==> src/hdl/monotone_valley_detector_assert.svh <==
// Assertion macros shared by the valley detector RTL.
// Depends on i_clk and i_rst_n being visible in the including module.
`ifndef MONOTONE_VALLEY_DETECTOR_ASSERT_SVH
`define MONOTONE_VALLEY_DETECTOR_ASSERT_SVH
`ifndef SYNTHESIS
// Same-cycle implication, checked out of reset.
`define MVD_ASSERT_IMP(label, ante, cons) \
    label: assert property (@(posedge i_clk) disable iff (!i_rst_n) (ante) |-> (cons)) \
        else $error("valley detector check failed");
// Next-cycle implication, checked out of reset.
`define MVD_ASSERT_NXT(label, ante, cons) \
    label: assert property (@(posedge i_clk) disable iff (!i_rst_n) (ante) |=> (cons)) \
        else $error("valley detector check failed");
`else
`define MVD_ASSERT_IMP(label, ante, cons)
`define MVD_ASSERT_NXT(label, ante, cons)
`endif
`endif

==> src/hdl/mvd_pkg.sv <==
// Types and fixed widths of the monotone valley detector.
// No dependencies; imported by every module of the block.
`default_nettype none
package mvd_pkg;

    // Fixed field widths.
    localparam int WIN_BITS    = 11;
    localparam int SAMPLE_W    = 16;
    localparam int DAY_W       = 16;
    localparam logic [WIN_BITS-1:0] RUN_MAX = '1;

    // Per-request decision carried from the run tracker to the result stage.
    typedef struct packed {
        logic             hit;      // rising run long enough and window usable
        logic             w_zero;   // zero window: no ring lookup needed
        logic [DAY_W-1:0] day_index;
    } t_step_info;

endpackage
`default_nettype wire

==> src/hdl/mvd_flag_ring.sv <==
// Ring of one-bit falling-run flags, one synchronous memory port pair.
// Depends on mvd_pkg; read data is registered.
`default_nettype none
module mvd_flag_ring
    import mvd_pkg::*;
#(
    parameter int MAX_WINDOW = 1024,
    parameter int AW         = 10
) (
    input  wire logic          i_clk,
    input  wire logic          i_en,
    input  wire logic [AW-1:0] i_rd_addr,
    input  wire logic [AW-1:0] i_wr_addr,
    input  wire logic          i_wr_data,
    output logic               o_rd_data
);

    logic r_mem [MAX_WINDOW];
    logic r_rd_data;

    // Read-before-write: a read of the entry written in the same cycle
    // returns the value stored one full ring turn earlier.
    always_ff @(posedge i_clk) begin
        if (i_en) begin
            r_rd_data            <= r_mem[i_rd_addr];
            r_mem[i_wr_addr]     <= i_wr_data;
        end
    end

    assign o_rd_data = r_rd_data;

endmodule
`default_nettype wire

==> src/hdl/mvd_run_track.sv <==
// Run tracker: sample index, previous sample, saturating runs, ring pointer.
// Depends on mvd_pkg and the assertion header; drives the flag ring addresses.
`default_nettype none
`include "monotone_valley_detector_assert.svh"
module mvd_run_track
    import mvd_pkg::*;
#(
    parameter int MAX_WINDOW  = 1024,
    parameter int SAMPLE_BITS = 16,
    parameter int INDEX_BITS  = 16,
    parameter int AW          = 10
) (
    input  wire logic                i_clk,
    input  wire logic                i_rst_n,
    input  wire logic                i_cfg_wr_en,
    input  wire logic [WIN_BITS-1:0] i_cfg_wr_data,
    input  wire logic                i_accept,
    input  wire logic [SAMPLE_W-1:0] i_sample,
    input  wire logic                i_start,
    output t_step_info               o_info,
    output logic [AW-1:0]            o_rd_addr,
    output logic [AW-1:0]            o_wr_addr,
    output logic                     o_wr_data
);

    localparam int SB = (SAMPLE_BITS < SAMPLE_W) ? SAMPLE_BITS : SAMPLE_W;
    localparam int CW = ((AW > WIN_BITS) ? AW : WIN_BITS) + 1;
    localparam int MW = 17;
    localparam logic [MW-1:0]  MAX_W   = MW'(MAX_WINDOW);
    localparam logic [CW-1:0]  RING_SZ = CW'(MAX_WINDOW);
    localparam logic [AW-1:0]  POS_TOP = AW'(MAX_WINDOW - 1);

    logic [WIN_BITS-1:0]   r_window;
    logic                  r_active;
    logic [INDEX_BITS-1:0] r_count;
    logic [SB-1:0]         r_prev;
    logic [WIN_BITS-1:0]   r_fall;
    logic [WIN_BITS-1:0]   r_rise;
    logic [AW-1:0]         r_pos;

    logic                  restart;
    logic [SB-1:0]         smp;
    logic [INDEX_BITS-1:0] idx;
    logic [WIN_BITS-1:0]   fall;
    logic [WIN_BITS-1:0]   rise;
    logic [AW-1:0]         pos;
    logic [AW-1:0]         pos_next;
    logic [CW-1:0]         pos_w;
    logic [CW-1:0]         win_w;
    logic [CW-1:0]         slot;
    logic [INDEX_BITS-1:0] diff;

    // Window register; write only while idle (the block does not enforce it).
    always_ff @(posedge i_clk) begin
        if (!i_rst_n) begin
            r_window <= '0;
        end else if (i_cfg_wr_en) begin
            r_window <= i_cfg_wr_data;
        end
    end

    // Runs and index for the incoming request.
    always_comb begin
        smp     = i_sample[SB-1:0];
        restart = i_start || !r_active;
        if (restart) begin
            idx  = '0;
            fall = '0;
            rise = '0;
            pos  = '0;
        end else begin
            idx  = r_count;
            pos  = r_pos;
            if (r_prev >= smp) begin
                fall = (r_fall == RUN_MAX) ? RUN_MAX : r_fall + 1'b1;
            end else begin
                fall = '0;
            end
            if (r_prev <= smp) begin
                rise = (r_rise == RUN_MAX) ? RUN_MAX : r_rise + 1'b1;
            end else begin
                rise = '0;
            end
        end
        pos_next = (pos == POS_TOP) ? '0 : pos + 1'b1;
    end

    // Ring slot W entries back, modulo the ring size.
    always_comb begin
        pos_w = CW'(pos);
        win_w = CW'(r_window);
        if (win_w <= pos_w) begin
            slot = pos_w - win_w;
        end else begin
            slot = pos_w + RING_SZ - win_w;
        end
    end

    // Decision fields for the result stage.
    always_comb begin
        diff             = idx - INDEX_BITS'(r_window);
        o_info.hit       = (MW'(r_window) <= MAX_W) && (rise >= r_window);
        o_info.w_zero    = (r_window == '0);
        o_info.day_index = DAY_W'(diff);
        o_rd_addr        = slot[AW-1:0];
        o_wr_addr        = pos;
        o_wr_data        = (fall >= r_window);
    end

    // Sequence state update per accepted request.
    always_ff @(posedge i_clk) begin
        if (!i_rst_n) begin
            r_active <= 1'b0;
            r_count  <= '0;
            r_prev   <= '0;
            r_fall   <= '0;
            r_rise   <= '0;
            r_pos    <= '0;
        end else if (i_accept) begin
            r_active <= 1'b1;
            r_count  <= idx + 1'b1;
            r_prev   <= smp;
            r_fall   <= fall;
            r_rise   <= rise;
            r_pos    <= pos_next;
        end
    end

    `MVD_ASSERT_NXT(a_start_clears_runs, i_accept && i_start, r_fall == '0 && r_rise == '0)
    `MVD_ASSERT_IMP(a_pos_in_ring, 1'b1, r_pos <= POS_TOP)
    `MVD_ASSERT_NXT(a_idle_holds, !i_accept, $stable(r_count) && $stable(r_pos))

endmodule
`default_nettype wire

==> src/hdl/monotone_valley_detector.sv <==
// Monotone valley detector: streams samples, reports valley indexes.
// The slave stream carries one sample per request (tdata) and a start flag
// (tuser) that opens a new sequence at index 0. A sample is a valley when
// it has at least W non-increasing steps before it and W non-decreasing
// steps after it; W is the window register, written through i_cfg_wr_en
// and i_cfg_wr_data while the block is idle.
// Each report leaves W samples late: it is made when the sample W places
// later arrives, and reaches the master stream after that sample is
// accepted, through the lookup stage (flag ring read), then output register.
// Throughput is one sample per clock, unless a receiver stall blocks it;
// per sample the flag ring does one read and one write, and the runs update.
// A receiver stall holds the report in the output register; the block keeps
// taking samples until a second report meets the full output register.
// Reset (i_rst_n low, synchronous) clears the window, runs and index; the
// flag ring needs no clearing since each entry is written before it is read.
`default_nettype none
`include "monotone_valley_detector_assert.svh"
module monotone_valley_detector
    import mvd_pkg::*;
#(
    parameter int MAX_WINDOW  = 1024,
    parameter int SAMPLE_BITS = 16,
    parameter int INDEX_BITS  = 16
) (
    input  wire logic                i_clk,
    input  wire logic                i_rst_n,
    input  wire logic                i_cfg_wr_en,
    input  wire logic [WIN_BITS-1:0] i_cfg_wr_data,  // window_length
    input  wire logic                s_axis_tvalid,
    output logic                     s_axis_tready,
    input  wire logic [SAMPLE_W-1:0] s_axis_tdata,   // [15:0] sample
    input  wire logic                s_axis_tuser,   // [0] start_req
    output logic                     m_axis_tvalid,
    input  wire logic                m_axis_tready,
    output logic [DAY_W-1:0]         m_axis_tdata    // [15:0] day_index
);

    localparam int AW = (MAX_WINDOW > 1) ? $clog2(MAX_WINDOW) : 1;

    logic            accept;
    t_step_info      info;
    logic [AW-1:0]   rd_addr;
    logic [AW-1:0]   wr_addr;
    logic            wr_data;
    logic            ring_flag;

    logic            r_s1_valid;
    t_step_info      r_s1;
    logic            r_out_valid;
    logic [DAY_W-1:0] r_out_data;
    logic            s1_emit;
    logic            s1_move;

    assign accept = s_axis_tvalid && s_axis_tready;

    mvd_run_track #(
        .MAX_WINDOW  (MAX_WINDOW),
        .SAMPLE_BITS (SAMPLE_BITS),
        .INDEX_BITS  (INDEX_BITS),
        .AW          (AW)
    ) u_run_track (
        .i_clk         (i_clk),
        .i_rst_n       (i_rst_n),
        .i_cfg_wr_en   (i_cfg_wr_en),
        .i_cfg_wr_data (i_cfg_wr_data),
        .i_accept      (accept),
        .i_sample      (s_axis_tdata),
        .i_start       (s_axis_tuser),
        .o_info        (info),
        .o_rd_addr     (rd_addr),
        .o_wr_addr     (wr_addr),
        .o_wr_data     (wr_data)
    );

    mvd_flag_ring #(
        .MAX_WINDOW (MAX_WINDOW),
        .AW         (AW)
    ) u_flag_ring (
        .i_clk     (i_clk),
        .i_en      (accept),
        .i_rd_addr (rd_addr),
        .i_wr_addr (wr_addr),
        .i_wr_data (wr_data),
        .o_rd_data (ring_flag)
    );

    // Result decision once the ring flag is back; stage moves unless blocked.
    always_comb begin
        s1_emit       = r_s1.hit && (r_s1.w_zero || ring_flag);
        s1_move       = !r_s1_valid || !s1_emit || !r_out_valid || m_axis_tready;
        s_axis_tready = s1_move;
    end

    // Lookup stage: holds the request while the ring data is outstanding.
    always_ff @(posedge i_clk) begin
        if (!i_rst_n) begin
            r_s1_valid <= 1'b0;
        end else if (accept) begin
            r_s1_valid <= 1'b1;
        end else if (s1_move) begin
            r_s1_valid <= 1'b0;
        end
    end

    always_ff @(posedge i_clk) begin
        if (accept) begin
            r_s1 <= info;
        end
    end

    // Output register toward the master stream.
    always_ff @(posedge i_clk) begin
        if (!i_rst_n) begin
            r_out_valid <= 1'b0;
        end else if (r_s1_valid && s1_emit && s1_move) begin
            r_out_valid <= 1'b1;
        end else if (m_axis_tready) begin
            r_out_valid <= 1'b0;
        end
    end

    always_ff @(posedge i_clk) begin
        if (r_s1_valid && s1_emit && s1_move) begin
            r_out_data <= r_s1.day_index;
        end
    end

    assign m_axis_tvalid = r_out_valid;
    assign m_axis_tdata  = r_out_data;

    `MVD_ASSERT_NXT(a_s1_stall_holds, r_s1_valid && !s1_move, r_s1_valid && $stable(r_s1))
    `MVD_ASSERT_NXT(a_accept_fills_s1, accept, r_s1_valid)
    `MVD_ASSERT_IMP(a_block_on_full, r_s1_valid && s1_emit && r_out_valid && !m_axis_tready,
                    !s_axis_tready)

endmodule
`default_nettype wire

==> config.mk <==
export PLATFORM = sky130hd
export DESIGN_NAME = monotone_valley_detector
export DESIGN_NICKNAME = d
export VERILOG_FILES = /design/src/hdl/mvd_pkg.sv /design/src/hdl/mvd_flag_ring.sv /design/src/hdl/mvd_run_track.sv /design/src/hdl/monotone_valley_detector.sv
export VERILOG_INCLUDE_DIRS = /design/src /design/src/hdl
export SDC_FILE = /design/constraint.sdc
export NUM_CORES = 2
export LEC_CHECK = 0
export ABC_AREA = 1
export BUFFER_PORTS_ARGS = -buffer_cell sky130_fd_sc_hd__buf_2
export CORE_UTILIZATION = 50
export CTS_CLUSTER_DIAMETER = 80
export CTS_CLUSTER_SIZE = 8
export DETAILED_ROUTE_END_ITERATION = 8
export PLACE_DENSITY = 0.65
export SLEW_MARGIN = 10
export SYNTH_ARGS = -nofsm -noshare
export SYNTH_HDL_FRONTEND = slang
export SYNTH_SLANG_ARGS = --single-unit
==> constraint.sdc <==
create_clock -name i_clk -period 44.7 [get_ports i_clk]
set_clock_uncertainty 0.15 [all_clocks]
set_input_delay 2.235 -clock i_clk [delete_from_list [all_inputs] [get_ports i_clk]]
set_output_delay 2.235 -clock i_clk [all_outputs]
set_load 0.05 [all_outputs]
---- Yosys cells after proc, flatten, opt, wreduce, memory -nomap -nowiden ----
Memory sizes are Yosys's and may differ from the RTL's. A register that Yosys moved wholly into a read port is not among the register bits.
Cells that the tools add are included.
operators by class
  add/sub/neg operators ................... 8
  order comparisons ....................... 6
  equality and inequality tests ........... 3
  muxes and demuxes ....................... 16
  reduce and logical (&&, ||, !) cells .... 17
operators with widths
  kind                                                             count
  11-bit two-way mux                                               6
  10-bit two-way mux                                               3
  11-bit by 1-bit adder with 11-bit output, second input constant  2
  11-bit == test, second input constant                            2
  11-bit >= comparator                                             2
  10-bit by 1-bit adder with 10-bit output, second input constant  2
  10-bit subtractor                                                2
  16-bit by 1-bit adder with 16-bit output, second input constant  1
  16-bit >= comparator                                             1
  16-bit <= comparator                                             1
  16-bit two-way mux                                               1
  16-bit by 11-bit subtractor with 16-bit output                   1
  11-bit by 10-bit <= comparator with 1-bit output                 1
  11-bit <= comparator, second input constant                      1
  11-bit zero test                                                 1
  10-bit == test, second input constant                            1
  1-bit two-way mux                                                6
  1-bit logical AND                                                5
  1-bit logical OR                                                 5
  1-bit zero test                                                  4
  2-bit nonzero test                                               2
word-level totals
  register bits ........................... 112
  bits in writable memories ............... 1024
  bits of input ports ..................... 33
  output and inout port bits .............. 18
  logic and storage cells ................. 64
  memories kept ........................... 1
memories
  name               words  bits a word  read ports  clocked after Yosys merged registers in  write ports  line                 text
  u_flag_ring.r_mem  1024   1            1           1                                        1            mvd_flag_ring.sv:18  logic r_mem [MAX_WINDOW];

---- Depth between registers and ports, before layout ----
  word-level depth ........................ 9
  gate-level depth with buffers ........... 24
  depth with buffers taken out ............ 21

---- Cells and area by module ----
A second synthesis with hierarchy kept.
unflattened totals
  cells, all modules ...................... 5603
  area total of the unflattened synthesis .. 53401.2 µm²
by module, submodules not included
  module                    times used  cells an instance  area an instance (µm²)  seq. area each (µm²)
  mvd_flag_ring             1           4679               46402.0                 30779.5
  mvd_run_track             1           872                5855.6                  1521.5
  monotone_valley_detector  1           52                 1143.6                  1061.0

---- Least setup slack after synthesis ----
OpenSTA, ideal clock, no wires.
  path kind ............................... input port to flip-flop
  start point ............................. input s_axis_tdata[1]
  end point ............................... memory u_flag_ring.r_mem[0], data pin
  library setup time ...................... 5.655 ns
  arrival ................................. 31.795 ns
  required time ........................... 38.895 ns
  setup slack ............................. 7.100 ns
  stages on the path ...................... 20
  buffers on the path ..................... 1
  cell sequence ........................... inv_1 > ha_1 > a21oi_1 > nor2_1 > a211oi_1 > nor2_1 > o21ai_0 > nand3b_1 > nand2_1 > inv_1 > buf_2 > o21ai_0 > inv_1 > ha_1 > inv_1 > o31ai_1 > a21boi_0 > o21ai_0 > a31oi_1 > o2111ai_1
on the way
  longest elaborated chain between the ends .. 4
RTL lines
  item                       line                            text
  start, declared            monotone_valley_detector.sv:31  input wire logic [SAMPLE_W-1:0] s_axis_tdata,
  16-bit >= comparator       mvd_run_track.sv:74             if (r_prev >= smp) begin
  11-bit two-way mux         mvd_run_track.sv:74
  11-bit two-way mux         mvd_run_track.sv:66             if (restart) begin
  via u_run_track.fall[1]    mvd_run_track.sv:44             logic [WIN_BITS-1:0] fall;
  11-bit >= comparator       mvd_run_track.sv:107            o_wr_data = (fall >= r_window);
  via u_flag_ring.i_wr_data  mvd_flag_ring.sv:14             input wire logic i_wr_data,
  end, declared              mvd_flag_ring.sv:18
The timed path passes the listed nets, and every way through them passes these cells.

---- Worst setup path after layout ----
  start point ............................. input s_axis_tdata[1]
  end point ............................... memory u_flag_ring.r_mem[469], data pin
The elaborated chain is that of the path after synthesis.

==> results.yml <==
run_status:
  outcome: "completed"
critical_path:
  crit_type: "input port to flip-flop"
  cp_data_arrival_time_ns: 8.00
  regToRegSetupSlack_ns: 38.11
  crit_path_start: "s_axis_tdata[1]"
  endpoint: "u_flag_ring.r_mem[469]"
  reg2regPathDepth: 20
  r2r-end: "u_flag_ring.r_mem[469]"
  crit_fanout: 278
  worstReg2RegStart: "u_run_track.r_fall[0]"
  cp.required_ns: 45.00
  start_kind: "input port"
  crit_path_end_kind: "flip-flop"
power_and_ir_drop:
  ir_drop_uv: 34.18
  p_leak_nw: 21.91
  p_total_mw: 2.594
  powerDensity_mw_per_mm2: 44.00
grt:
  grt_start_max_net_pins: 279
  grt_pass1_vias: 38442
  antenna_found_initial: 1
  track_usage: 0.2794
  overflow: 0
  grt_pass1_wl_um: 228800
cts:
  cts_max_path_buffers: 3
  holdBufCountCts: 0
  cts_max_level: 4
  cts_sinks: 1137
  cts_tree: "done"
  clkTransAtPathRegs_ns: 0.05
  root_buffer: "clkbuf_16"
  cts_setup_buffers: 0
  cts_buffers: 160
  cts_resized: 0
  worstSkewPairLatency_ns: 0.76
synth:
  synth_cell_types: 54
  yosys.cell_count.top_type: "nor2_1"
  ys.flop_type: "edfxtp_1"
  synth_edf_count: 1059
  syn-num-nets: 5920
  syn_area_sq_mm: 0.05387
  synthCells: 5820
  ys_warn_count: 0
  synth_common_cells: "1702 x nor2_1, 1081 x nand2_1, 1059 x edfxtp_1, 446 x nand3_1, 333 x o21ai_0"
  synth_top_area_share: 0.5903
  synth_area_per_cell_sq_um: 9.256
  ys_ff_latch: 1137
  yosys-top-cells-area: "edfxtp_1 59%, nor2_1 12%, nand2_1 7.5%"
  yosysSeqAreaShare: 0.6193
  async_flop_share: 0
  yosys.area.top_type: "edfxtp_1"
finish:
  drive_above_1_share: 0.07218
  area_growth_pct: 9.444
  n_antenna_cell: 0
  fin_nets: 5769
routing:
  drt_iter0_drc: 4605
  drc: 0
  wire_per_inst_um: 21.37
  ant_nets: 0
  wl_um: 151900
  vias: 40312
  firstDrtPassIters: 6
  viasPerCell: 5.669
place:
  hpwl_um: 73930
  finalWeightedCongestion: 0.8321
  port_buffers: 50
floorplan:
  dieWidth_um: 330.2
  ioPinCount: 51
  dieArea_sq_mm: 0.1091
  core_sq_mm: 0.1069
  dieHeight_um: 330.2
  rows: 120
  initial_core_util: 0.5039
sta:
  finalSetupViolations: 0
  rsz0062_at_grt: "no"
  maxSlewViolCount: 0
  hold_viol: 0
  fin_crit_ns: 7.706
  tightestPinTransition_ns: 1.275
  final.setup.tns_ns: 0
  slew-limit-headroom: 0.1468
  timing.fmax_ghz: 0.1298
  min_period_over_period: 0.1724
min_path:
  min_path_type: "flip-flop to flip-flop"
job:
  drv_cap: 0
## flip-flops by register name, indices dropped and copies added (netlist names)
name / count
u_run_track.r_fall: 11
r_s1: 18
m_axis_tvalid: 1
u_run_track.r_window: 11
u_run_track.r_active: 1
r_s1_valid: 1
u_run_track.r_prev: 16
u_run_track.r_rise: 11
m_axis_tdata: 16
u_flag_ring.o_rd_data: 1
u_run_track.r_count: 16
u_run_track.r_pos: 10
u_flag_ring.r_mem: 1024
## through the flow
step                      cells  cell area, sq um  setup slack (ns)  hold WS [ns]    util
after CTS                  7111             58950             37.18        0.2665  0.5515
after global placement     6910             54570             36.42        0.2560  0.5105
after global routing       7111             58960             36.50        0.2798  0.5515
after floorplan            5820             53870             7.100        0.2503       -
final                      7111             58960             36.99        0.2651  0.5515
after detailed placement   6910             54570             36.40        0.2545  0.5105
## kinds of logic after synthesis
family,after synthesis,synth area share
and+or+nand+nor,3326,0.2477
AOI/OAI and AO/OA,558,0.05451
DFF,1137,0.6193
buffers and inverters,698,0.05695
adders and majority gates,67,0.01584
xor gates and xnor gates,34,0.005667
## worst min-delay path by stage
stage          depth (start not counted)              end    start  slack [ns]
2_1_floorplan                          0  m_axis_tdata[0]  r_s1[0]        0.25
3_3_place_gp                           0  m_axis_tdata[1]  r_s1[1]        0.26
3_5_place_dp                           0  m_axis_tdata[1]  r_s1[1]        0.25
4_1_cts                                0  m_axis_tdata[1]  r_s1[1]        0.27
5_1_grt                                0  m_axis_tdata[1]  r_s1[1]        0.28
6_report                               0  m_axis_tdata[1]  r_s1[1]        0.27
## final cells by class
cell class | instances | area, sq um
clock buffers | 190 | 4223
clock inverters | 11 | 155.1
fillers | 9540 | 47940
inverters | 261 | 997.2
multi-input cells | 3985 | 17610
flip-flops and latches | 1137 | 33360
well taps | 1403 | 1755
repair buffers | 124 | 855.8
## routing by layer
layer  up-vias  routed length [um]  GRT usage
li1      18852                   -          -
met1     19410               61080     0.3752
met2      1727               71630     0.4553
met3       321               14220    0.04774
met4         2                4988     0.1050
met5         -                  13          0
## critical path, cell delays in order
cell       delay, ns
buf_2           0.07
inv_1           0.05
ha_1            0.30
a21oi_1         0.15
nor2_1          0.05
a211oi_1        0.18
nor2_1          0.06
o21ai_0         0.21
nand3b_1        0.11
nand2_1         0.07
inv_1           0.16
o21ai_0         0.17
inv_1           0.08
ha_1            0.27
inv_1           0.04
o31ai_1         0.22
a21boi_0        0.11
o21ai_0         0.19
a31oi_1         0.15
o2111ai_4       0.34
buf_12          0.64
buf_4           0.92
buf_4           0.69
## placed cells by master (no fill, tap or decap), drive strengths merged, types with 2 or more instances in the layout
master      n
clkinv     11
nand2    1083
edfxtp   1059
o211ai     19
nand4      12
a21o        3
ha         65
clkbuf    190
o21ai     396
a21oi     112
a211oi      2
a21boi      2
dfxtp      78
inv       261
xnor2       8
nor4       10
o21bai      3
fa          2
a31oi       2
o21a        4
nor2     1729
xor2       26
buf       124
or2         9
nor3       32
o31ai       5
o2111ai     3
nand3     446
nand3b      2
## power by group
group / switching [mW] / internal, mW
clock: 0.433 / 0.654
combinational: 0.229 / 0.0806
sequential: 0.00347 / 1.19
No activity file was read; power rests on OpenSTA's default activity.
